## config.mk

```make
export PLATFORM = sky130hd
export DESIGN_NAME = fully_associative_cache
export DESIGN_NICKNAME = d
export VERILOG_FILES = /design/src/rtl/core/fac_pkg.sv /design/src/rtl/core/fac_datapath.sv /design/src/rtl/core/fac_ctrl.sv /design/src/rtl/core/fully_associative_cache.sv
export SDC_FILE = /design/constraint.sdc
export NUM_CORES = 2
export LEC_CHECK = 0
export BUFFER_PORTS_ARGS = -buffer_cell sky130_fd_sc_hd__buf_2
export CELL_PAD_IN_SITES_DETAIL_PLACEMENT = 0
export CELL_PAD_IN_SITES_GLOBAL_PLACEMENT = 1
export CORE_MARGIN = 1.5
export CORE_UTILIZATION = 45
export DETAILED_ROUTE_END_ITERATION = 6
export PLACE_DENSITY = 0.65
export REMOVE_ABC_BUFFERS = 1
export SLEW_MARGIN = 30
export SYNTH_ARGS = -nofsm -noshare
export SYNTH_HDL_FRONTEND = slang
export SYNTH_SLANG_ARGS = --single-unit
```

## constraint.sdc

```tcl
create_clock -name clk -period 11.13 [get_ports clk]
set_clock_uncertainty 0.1 [all_clocks]
set_input_delay 1.113 -clock clk [delete_from_list [all_inputs] [get_ports clk]]
set_output_delay 1.113 -clock clk [all_outputs]
set_load 0.05 [all_outputs]
```

## src/rtl/core/fac_pkg.sv

```systemverilog
// Package for the fully associative cache: word types for both channels,
// the controller state type and the command bundle to the datapath.
// Depends on nothing; every other file of the block imports it.
package fac_pkg;

    // Address width is fixed by the request word layout.
    localparam int ADDR_BITS = 16;
    localparam int DATA_BITS = 32;
    localparam int COUNT_BITS = 32;

    // Operation codes carried in the func field.
    localparam logic FUNC_LOOKUP = 1'b0;
    localparam logic FUNC_INSERT = 1'b1;

    // Request word.
    typedef struct packed {
        logic                        func;
        logic [ADDR_BITS-1:0]        address;
        logic signed [DATA_BITS-1:0] write_data;
    } fac_req_t;

    // Response word.
    typedef struct packed {
        logic                        hit;
        logic signed [DATA_BITS-1:0] read_data;
        logic                        insert_dropped;
        logic [COUNT_BITS-1:0]       hit_total;
        logic [COUNT_BITS-1:0]       miss_total;
    } fac_rsp_t;

    // Controller states.
    typedef enum logic [1:0] {
        ST_IDLE,
        ST_LOOK,
        ST_DONE
    } fac_state_t;

    // Commands from the controller to the datapath and output stage.
    typedef struct packed {
        logic capture;
        logic execute;
        logic deliver;
    } fac_cmd_t;

endpackage

```

## src/rtl/core/fac_datapath.sv

```systemverilog
// Datapath of the fully associative cache: tags, valid bits, word memory,
// hit and miss counters and the parallel tag compare.
// Depends on fac_pkg; driven by commands from fac_ctrl.
module fac_datapath
    import fac_pkg::*;
#(
    parameter int NUM_LINES      = 16,
    parameter int WORDS_PER_LINE = 4
)
(
    input  logic     clk,
    input  logic     rst_n,
    input  fac_cmd_t cmd,
    input  fac_req_t req_word,
    output fac_rsp_t result
);

    localparam int LINE_W      = $clog2(NUM_LINES);
    localparam int OFF_W       = (WORDS_PER_LINE > 1) ? $clog2(WORDS_PER_LINE) : 1;
    localparam int MEM_DEPTH   = NUM_LINES * WORDS_PER_LINE;
    localparam int MEM_AW      = $clog2(MEM_DEPTH);
    // Reciprocal for the word offset: exact for every address below 2^ADDR_BITS.
    localparam int RECIP_SHIFT = ADDR_BITS + 6;
    localparam int RECIP_W     = RECIP_SHIFT + 1;
    localparam longint RECIP   = ((64'd1 << RECIP_SHIFT) + WORDS_PER_LINE - 1) / WORDS_PER_LINE;
    localparam int PROD_W      = ADDR_BITS + RECIP_W;

    // Captured request and its line quotient.
    fac_req_t                 item_reg;
    logic [ADDR_BITS-1:0]     quot_reg;
    logic [PROD_W-1:0]        prod;

    // Line state.
    logic [NUM_LINES-1:0]     valid_reg;
    logic [ADDR_BITS-1:0]     tag_reg [NUM_LINES];
    logic [DATA_BITS-1:0]     mem [MEM_DEPTH];
    logic [DATA_BITS-1:0]     rdata_reg;
    logic [COUNT_BITS-1:0]    hit_cnt_reg;
    logic [COUNT_BITS-1:0]    hit_cnt_next;
    logic [COUNT_BITS-1:0]    miss_cnt_reg;
    logic [COUNT_BITS-1:0]    miss_cnt_next;
    logic                     hit_reg;
    logic                     drop_reg;

    // Compare and selection.
    logic [NUM_LINES-1:0]     match;
    logic                     any_match;
    logic                     any_free;
    logic [LINE_W-1:0]        hit_idx;
    logic [LINE_W-1:0]        free_idx;
    logic [LINE_W-1:0]        sel_idx;
    logic [ADDR_BITS-1:0]     rem;
    logic [OFF_W-1:0]         offset;
    logic [MEM_AW-1:0]        mem_addr;
    logic                     is_insert;
    logic                     mem_write;
    logic                     mem_read;

    // Quotient by the line size, taken as the request is captured.
    assign prod = PROD_W'(req_word.address) * PROD_W'(RECIP_W'(RECIP));

    always_ff @(posedge clk)
    begin
        if (cmd.capture)
        begin
            item_reg <= req_word;
            quot_reg <= prod[RECIP_SHIFT +: ADDR_BITS];
        end
    end

    // Word offset within the line.
    assign rem    = item_reg.address - ADDR_BITS'(quot_reg * WORDS_PER_LINE);
    assign offset = rem[OFF_W-1:0];

    // Tag compare against every valid line.
    always_comb
    begin
        for (int i = 0; i < NUM_LINES; i++)
        begin
            match[i] = valid_reg[i] && (tag_reg[i] == item_reg.address);
        end
    end

    assign any_match = |match;
    assign any_free  = ~&valid_reg;

    // Lowest matching line and lowest invalid line.
    always_comb
    begin
        hit_idx  = '0;
        free_idx = '0;
        for (int i = NUM_LINES - 1; i >= 0; i--)
        begin
            if (match[i])
            begin
                hit_idx = LINE_W'(i);
            end
            if (!valid_reg[i])
            begin
                free_idx = LINE_W'(i);
            end
        end
    end

    // Word memory address and access enables.
    assign is_insert = (item_reg.func == FUNC_INSERT);
    assign sel_idx   = is_insert ? free_idx : hit_idx;
    assign mem_addr  = MEM_AW'(sel_idx * WORDS_PER_LINE) + MEM_AW'(offset);
    assign mem_write = cmd.execute && is_insert && any_free;
    assign mem_read  = cmd.execute && !is_insert;

    // Word memory with registered read data.
    always_ff @(posedge clk)
    begin
        if (mem_write)
        begin
            mem[mem_addr] <= item_reg.write_data;
        end
        if (mem_read)
        begin
            rdata_reg <= mem[mem_addr];
        end
    end

    // Tag store, written into the chosen free line.
    always_ff @(posedge clk)
    begin
        if (mem_write)
        begin
            tag_reg[free_idx] <= item_reg.address;
        end
    end

    // Outcome flags of the current request.
    always_ff @(posedge clk)
    begin
        if (cmd.execute)
        begin
            hit_reg  <= !is_insert && any_match;
            drop_reg <= is_insert && !any_free;
        end
    end

    // Counter updates on lookups.
    always_comb
    begin
        hit_cnt_next  = hit_cnt_reg;
        miss_cnt_next = miss_cnt_reg;
        if (mem_read)
        begin
            if (any_match)
            begin
                hit_cnt_next = hit_cnt_reg + 1'b1;
            end
            else
            begin
                miss_cnt_next = miss_cnt_reg + 1'b1;
            end
        end
    end

    // Valid bits and counters, cleared by reset.
    always_ff @(posedge clk or negedge rst_n)
    begin
        if (!rst_n)
        begin
            valid_reg    <= '0;
            hit_cnt_reg  <= '0;
            miss_cnt_reg <= '0;
        end
        else
        begin
            if (mem_write)
            begin
                valid_reg[free_idx] <= 1'b1;
            end
            hit_cnt_reg  <= hit_cnt_next;
            miss_cnt_reg <= miss_cnt_next;
        end
    end

    // Response word for the output stage.
    always_comb
    begin
        result.hit            = hit_reg;
        result.read_data      = hit_reg ? rdata_reg : '0;
        result.insert_dropped = drop_reg;
        result.hit_total      = hit_cnt_reg;
        result.miss_total     = miss_cnt_reg;
    end

endmodule

```

## src/rtl/core/fac_ctrl.sv

```systemverilog
// Controller of the fully associative cache: sequences capture, tag compare
// with memory access, and delivery of the response word.
// Depends on fac_pkg; drives fac_datapath and the output register.
module fac_ctrl
    import fac_pkg::*;
(
    input  logic     clk,
    input  logic     rst_n,
    input  logic     req_valid,
    input  logic     out_free,
    output logic     req_ready,
    output fac_cmd_t cmd
);

    fac_state_t state_reg;
    fac_state_t state_next;

    // State register.
    always_ff @(posedge clk or negedge rst_n)
    begin
        if (!rst_n)
        begin
            state_reg <= ST_IDLE;
        end
        else
        begin
            state_reg <= state_next;
        end
    end

    // Next state.
    always_comb
    begin
        state_next = state_reg;
        unique case (state_reg)
            ST_IDLE:
            begin
                if (req_valid)
                begin
                    state_next = ST_LOOK;
                end
            end
            ST_LOOK:
            begin
                state_next = ST_DONE;
            end
            ST_DONE:
            begin
                if (out_free)
                begin
                    state_next = req_valid ? ST_LOOK : ST_IDLE;
                end
            end
            default:
            begin
                state_next = ST_IDLE;
            end
        endcase
    end

    // Outputs: a new word is taken while the previous response is handed on.
    always_comb
    begin
        req_ready   = 1'b0;
        cmd.execute = 1'b0;
        cmd.deliver = 1'b0;
        unique case (state_reg)
            ST_IDLE:
            begin
                req_ready = 1'b1;
            end
            ST_LOOK:
            begin
                cmd.execute = 1'b1;
            end
            ST_DONE:
            begin
                req_ready   = out_free;
                cmd.deliver = out_free;
            end
            default:
            begin
                req_ready = 1'b0;
            end
        endcase
        cmd.capture = req_valid && req_ready;
    end

`ifndef SYNTHESIS
    // An accepted word is always processed in the next cycle.
    assert property (@(posedge clk) disable iff (!rst_n)
        cmd.capture |=> cmd.execute)
        else $error("accepted word not processed next cycle");

    // Every lookup or insert leads to a response waiting to be delivered.
    assert property (@(posedge clk) disable iff (!rst_n)
        cmd.execute |=> (state_reg == ST_DONE))
        else $error("processed word not held for delivery");

    // A response is only loaded when the output register can take it.
    assert property (@(posedge clk) disable iff (!rst_n)
        cmd.deliver |-> out_free)
        else $error("response delivered into a full output register");

    // Processing and delivery never overlap.
    assert property (@(posedge clk) disable iff (!rst_n)
        !(cmd.execute && (cmd.deliver || cmd.capture)))
        else $error("capture or delivery during processing");
`endif

endmodule

```

## src/rtl/core/fully_associative_cache.sv

```systemverilog
// Top level of the fully associative cache: request and response channels,
// the response output register, controller and datapath.
// Depends on fac_pkg, fac_ctrl and fac_datapath.
//
// Usage: a request word (func, address, write_data) is offered on req_valid
// with req_word and taken when req_ready is high. func selects a lookup or an
// insert; each request produces exactly one response word on rsp_valid,
// rsp_word, taken when rsp_ready is high.
// Sequence: the accepted request is registered, the tag compare and word
// memory access run in ST_LOOK, and the response formed in ST_DONE is
// loaded into the output register once that register is free.
// Requests are handled one at a time, as set by the single-port word memory,
// which is read after the parallel tag compare, and because each request
// must see the table left by the one before.
// Stalls: the output register holds the response while rsp_ready is low; one
// further request can be processed, then req_ready falls until it drains.
// Reset: rst_n clears all valid bits, both counters and the control state at
// once; tags and memory words are not cleared, so the block is ready at the
// release of reset.
module fully_associative_cache
    import fac_pkg::*;
#(
    parameter int NUM_LINES      = 16,
    parameter int WORDS_PER_LINE = 4
)
(
    input  logic     clk,
    input  logic     rst_n,
    input  logic     req_valid,
    output logic     req_ready,
    input  fac_req_t req_word,
    output logic     rsp_valid,
    input  logic     rsp_ready,
    output fac_rsp_t rsp_word
);

    fac_cmd_t cmd;
    fac_rsp_t result;
    fac_rsp_t out_word_reg;
    logic     out_valid_reg;
    logic     out_free;

    // The output register may be loaded when empty or being drained.
    assign out_free = !out_valid_reg || rsp_ready;

    fac_ctrl u_ctrl (
        .clk       (clk),
        .rst_n     (rst_n),
        .req_valid (req_valid),
        .out_free  (out_free),
        .req_ready (req_ready),
        .cmd       (cmd)
    );

    fac_datapath #(
        .NUM_LINES      (NUM_LINES),
        .WORDS_PER_LINE (WORDS_PER_LINE)
    ) u_datapath (
        .clk      (clk),
        .rst_n    (rst_n),
        .cmd      (cmd),
        .req_word (req_word),
        .result   (result)
    );

    // Response valid flag.
    always_ff @(posedge clk or negedge rst_n)
    begin
        if (!rst_n)
        begin
            out_valid_reg <= 1'b0;
        end
        else if (cmd.deliver)
        begin
            out_valid_reg <= 1'b1;
        end
        else if (rsp_ready)
        begin
            out_valid_reg <= 1'b0;
        end
    end

    // Response word register.
    always_ff @(posedge clk)
    begin
        if (cmd.deliver)
        begin
            out_word_reg <= result;
        end
    end

    assign rsp_valid = out_valid_reg;
    assign rsp_word  = out_word_reg;

endmodule

```

**After elaboration in Yosys (flattened, before gate mapping)**

Memories as Yosys holds them, arrays and structs flattened. A register that Yosys moved wholly into a read port is not among the register bits.
Cells that the tools add are included.

- Div/mod/pow operators: 0
- Shift-type cells: 0
- Reduce and logical (&&, ||, !) cells: 34
- Muxes and demuxes: 46
- Eq/ne operators: 20
- $add $sub $neg: 4
- Bitwise gates (word level): 2
- Multipliers: 0
- Order comparisons: 2

Operators by type and width:

| operator | count |
|---|---|
| $eq 16x16->1 | 16 |
| $mux 4 | 33 |
| $add 32x1->32 const B | 2 |
| $logic_and 1x1->1 | 23 |
| $or 16x16->16 | 1 |
| $reduce_and 16->1 | 1 |
| $reduce_or 16->1 | 1 |
| $mux 1 | 8 |
| $add 6x2->6 | 1 |
| $pmux 2 s3 | 1 |
| $reduce_and 2->1 | 3 |
| $lt 4x5->1 const B | 1 |
| $demux 1 s4 | 1 |
| $ge 4x1->1 const B | 1 |
| $mux 2 | 2 |
| $logic_not 1->1 | 3 |
| $eq 2x1->1 const B | 1 |
| $eq 2x2->1 const B | 1 |
| $logic_not 2->1 | 1 |
| $ne 2x1->1 const B | 1 |
| $ne 2x2->1 const B | 1 |
| $pmux 1 s2 | 1 |
| $reduce_bool 2->1 | 1 |
| $sub 2x1->2 const B | 1 |
| 2 further kinds | 2 |

- Word-level logic and storage cells: 125
- Memories kept: 2
- Latch bits: 0
- Register bits: 232
- Input port bits: 53
- ROM bits: 0
- Memory bits (writable): 2,304
- Output and inout bits: 100

Memory list:

| memory | depth | bits a word | read ports | clocked after memory_dff | wr ports | RTL line | source |
|---|---|---|---|---|---|---|---|
| u_datapath.mem | 64 | 32 | 1 | 1 | 1 | fac_datapath.sv:36 | `logic [DATA_BITS-1:0] mem [MEM_DEPTH];` |
| u_datapath.tag_reg | 16 | 16 | 16 | 0 | 1 | fac_datapath.sv:35 | `logic [ADDR_BITS-1:0] tag_reg [NUM_LINES];` |

**Depth between registers and ports, before layout**

- Depth after elaboration: 21
- Gate-level depth with buffers: 17
- Depth with buffers taken out: 10

**By module**

Synthesis repeated with hierarchy kept, for this count alone.

- Cells, all modules: 5,208
- Area total of the unflattened synthesis: 101,088.2 um2

By module, submodules not included:

| module | times used | cells each | area an instance (um2) | seq. area each (um2) |
|---|---|---|---|---|
| fac_datapath | 1 | 5,095 | 97,972.7 | 73,680.7 |
| fully_associative_cache | 1 | 101 | 2,990.4 | 2,967.8 |
| fac_ctrl | 1 | 12 | 125.1 | 50.0 |

**Least setup slack after synthesis**

No wires, ideal clock.

- Path type: in2reg
- Start point: input port rsp_ready
- End point: register out_word_reg, in the netlist rsp_word[0] (enable)
- Stages: 2
- Arrival: 5,243 ps
- Setup time: 555 ps
- Slack: 5,232 ps
- Required time: 10,475 ps
- Cell sequence: nor2b_1 > nor2_1

RTL lines:

| what | RTL line | source |
|---|---|---|
| start: declaration | fully_associative_cache.sv:33 | `input logic rsp_ready,` |
| end signal: assignment | fully_associative_cache.sv:88 | `out_word_reg <= result;` |
| end: declaration | fully_associative_cache.sv:39 | `fac_rsp_t out_word_reg;` |

**Worst setup path after layout**

- Start point: register u_datapath.item_reg[32] (netlist name)
- End point: memory u_datapath.mem[15][3] (enable)

- Word-level cells in the longest chain between the ends: 20
- Elaborated cells on any way between the ends: 51
- Those cells by class: 2 x add/sub; 16 x eq/ne; 17 x mux; 16 x reduce/logical

RTL lines:

| what | RTL line | source |
|---|---|---|
| start: declaration | fac_datapath.sv:29 | `fac_req_t item_reg;` |
| start signal: assignment | fac_datapath.sv:66 | `item_reg <= req_word;` |
| $eq 16x16->1 | fac_datapath.sv:80 | `match[i] = valid_reg[i] && (tag_reg[i] == item_reg.address);` |
| $logic_and 1x1->1 | fac_datapath.sv:80 |  |
| $mux 4 (16 in a row) | fac_datapath.sv:94 | `if (match[i])` |
| $mux 4 | fac_datapath.sv:107 | `assign sel_idx = is_insert ? free_idx : hit_idx;` |
| $add 6x2->6 (*) | fac_datapath.sv:108 | `assign mem_addr = MEM_AW'(sel_idx * WORDS_PER_LINE) + MEM_AW'(offset);` |
| end: declaration | fac_datapath.sv:36 |  |

Mark *: on every way between the ends. The rest lies on a longest branch, timed or not.

==> insert_results.sql <==
INSERT INTO impl_metrics (metric_group, metric, value, unit) VALUES
('run_status', 'outcome', 'complete, no violations', ''),
('power', 'worst_ir_drop_vdd', '185', 'µV'),
('yosys', 'ys.warnings.count', '0', ''),
('drt', 'drt.antenna.violating_nets', '0', ''),
('grt', 'grt_ovf', '0', ''),
('clocking', 'cts_num_sinks', '2568', ''),
('hold_path', 'hold_end', 'u_datapath.item_reg[14]', ''),
('clocking', 'clock_transition_at_path_regs', '0.06', 'ns'),
('hold_path', 'min-delay-path-class', 'input port to register', ''),
('floorplanning', 'die_w', '473', 'µm'),
('drt', 'via_count', '47956', ''),
('timing', 'max_slew_headroom', '35.2', '%'),
('hold_path', 'number_of_instances_on_the_worst_hold_path', '1', ''),
('floorplanning', 'top_level_ports', '153', ''),
('critical_path', 'timing.critical_path.to_type', 'register', ''),
('yosys', 'synthFlopType', 'edfxtp_1', ''),
('clocking', 'clockBufferDepth', '4', ''),
('cells_and_area', 'sequential_cell_area', '0.0767', 'mm²'),
('clocking', 'cts_inserted_buffers', '287', ''),
('timing', 'report.final.slew_viol_count', '0', ''),
('floorplanning', 'core_area', '0.220', 'mm²'),
('yosys', 'synth_edf_count', '2485', ''),
('cells_and_area', 'post_route_cells_drive_above_1_share', '24.6', '%'),
('timing', 'max_freq', '0.138', 'GHz'),
('drt', 'routed_wire_length_per_instance', '29.4', 'µm'),
('timing', 'finalSetupTns', '0', 'ns'),
('floorplanning', 'start_util', '45.3', '%'),
('yosys', 'yosys.cell_types.count', '58', ''),
('floorplanning', 'full_die_area', '0.224', 'mm²'),
('drt', 'totalWireLength', '244', 'mm'),
('drt', 'drc', '0', ''),
('timing', 'grt_setup_unrepaired', 'no', ''),
('cells_and_area', 'largest_register_ff_count', '2048', ''),
('timing', 'worst_slew_pin_slew', '0.972', 'ns'),
('timing', 'timing.final.setup_violations', '0', ''),
('yosys', 'synth_area_leaders', 'edfxtp_1 75%, mux4_2 12%, mux2i_1 2.4%', ''),
('power', 'pwr_density_cell', '192', 'mW/mm²'),
('cells_and_area', 'areaGrowthSynthToFinish', '14.2', '%'),
('yosys', 'netlist_instances', '4745', ''),
('yosys', 'postSynthRegisterBits', '2568', ''),
('placed_design', 'gpl.final_weighted_congestion', '0.782', ''),
('clocking', 'insertion_delay_of_the_later_clocked_pin_in_the_worst_skew_pair', '0.94', 'ns'),
('critical_path', 'worstSetupStartpointType', 'register', ''),
('cells_and_area', 'final_core_utilization', '51.7', '%'),
('drt', 'drt_iter0_drc', '4851', ''),
('placed_design', 'port-buffer-count', '152', ''),
('run', 'max_cap_viol_count', '0', ''),
('floorplanning', 'die_height', '473', 'µm'),
('critical_path', 'critical_path_arrival', '7.73', 'ns'),
('drt', 'drt_pass1_iterations', '5', ''),
('yosys', 'synth_area', '0.0995', 'mm²'),
('clocking', 'cts.root.buffer_cell', 'clkbuf_16', ''),
('grt', 'first_global_vias', '48958', ''),
('critical_path', 'flop2flop_setup_slack', '3.89', 'ns'),
('clocking', 'post_cts_buffers', '0', ''),
('critical_path', 'r2r.worst_path.cells', '14', ''),
('yosys', 'yosys.cell_count.top_type', 'edfxtp_1', ''),
('clocking', 'tritoncts_clock_tree', 'done', ''),
('timing', 'final_hold_viol_count', '0', ''),
('timing', 'final.period_utilization', '65.0', '%'),
('yosys', 'synth.yosys.seq_area_share', '77.1', '%'),
('critical_path', 'critPathRequiredTime', '11.62', 'ns'),
('hold_path', 'hold_start', 'req_word[14]', ''),
('clocking', 'maximum_level_of_the_cts_h_tree', '5', ''),
('cells_and_area', 'finish.net_count', '5185', ''),
('floorplanning', 'fp-row-count', '172', ''),
('grt', 'antenna_found_initial', '7', ''),
('cells_and_area', 'fillers', '17256', ''),
('grt', 'pin_count_of_the_biggest_net_entering_global_routing', '99', ''),
('yosys', 'synth_largest_type_area_fraction', '75.0', '%'),
('critical_path', 'crit-reg2reg-capture', 'u_datapath.mem[15][3]', '');
critical path: stages (launching register included):
cell and delay (ns):
edfxtp_1 0.32, buf_4 0.44, buf_4 0.72, xnor2_1 0.24, nand4_1 0.14, nor2_1 0.05
and4_1 0.23, o21ai_1 0.27, buf_4 0.26, and2_1 0.59, a21o_4 0.64, buf_12 0.54
nand3_1 0.88, nor2_4 0.58, buf_4 0.45
layer usage:
layer / GRT usage (%) / up-vias / routed length, µm
met3: 3.36 / 341 / 13600
met1: 30.9 / 25787 / 105000
met2: 35.3 / 1493 / 119000
li1: - / 20333 / -
met5: 0 / - / 19
met4: 6.37 / 2 / 6060
how the worst max path moves through the flow:
stage                                  end               startpoint  depth (start not counted)
CTS                 u_datapath.mem[15][15]  u_datapath.item_reg[32]                         14
detailed placement   u_datapath.mem[15][3]  u_datapath.item_reg[32]                         14
floorplan            u_datapath.mem[63][0]  u_datapath.item_reg[32]                          9
global placement    u_datapath.mem[15][18]  u_datapath.item_reg[32]                         14
finish               u_datapath.mem[15][3]  u_datapath.item_reg[32]                         14
global route        u_datapath.mem[15][15]  u_datapath.item_reg[32]                         14
final cells by class:
cell class / instances / share of cell area [%]
Sequential cell: 2568 / 67.5
Inverter: 31 / 0.102
Timing Repair Buffer: 324 / 1.91
Clock buffer: 369 / 6.80
Tap cell: 2958 / 3.26
Multi-Input combinational cell: 1918 / 19.6
Antenna cell: 10 / 0.0220
Clock inverter: 111 / 0.864
power breakdown:
group,total (mW),internal (mW),switching (mW)
clock network,8.90,5.25,3.65
logic,2.11,0.713,1.40
registers,10.9,10.8,0.0739
total,21.9,16.7,5.13
cell usage in the layout, fill, tap and decap left out, drive strengths merged, types with 11 or more instances in the layout:
master and count:
nor3 40, a21oi 24, mux4 512, or2 16
clkinvlp 11, clkbuf 369, dfrtp 83, and2 56
mux2i 238, nand3 56, edfxtp 2485, nor4 78
clkinv 79, or3 12, xor2 217, o22ai 119
and3 14, bufinv 16, and4 24, nand4 33
inv 36, o311ai 18, nand2b 14, buf 323
xnor2 102, nand2 100, nor2 125, or4 43
timing repair:
action,in CTS,in global routing
endpoints found under the hold margin,16,0
resized for setup,0,0
hold buffers,1,0
stage by stage:
| stage | setup slack, ns | cells | hold WS (ns) | power, mW | cell area [µm²] |
|---|---|---|---|---|---|
| 4_1_cts | 3.84 | 8278 | 0.176 | 22.1 | 114000 |
| 6_report | 3.89 | 8289 | 0.247 | 21.9 | 114000 |
| 3_5_place_dp | 3.84 | 7797 | 0.334 | 13.2 | 105000 |
| 3_3_place_gp | 4.01 | 7796 | 0.336 | 13.2 | 105000 |
| 5_1_grt | 3.51 | 8287 | 0.213 | 22.6 | 114000 |
| 2_1_floorplan | -22.90 | 4517 | 0.300 | 13.0 | 98500 |
cell families (layout without fill, tap and decap cells):
logic type | after synthesis | in the layout | share of synthesized area, %
AOI/OAI and AO/OA | 199 | 199 | 1.32
xor gates and xnor gates | 319 | 319 | 2.81
adders and majority gates | 2 | 2 | 0.0251
buffers and inverters | 259 | 835 | 1.18
DFF | 2568 | 2568 | 77.1
muxes | 750 | 750 | 14.0
other | 0 | 10 | 0
and+or+nand+nor | 648 | 648 | 3.61
No activity file was read; power rests on OpenSTA's default activity.
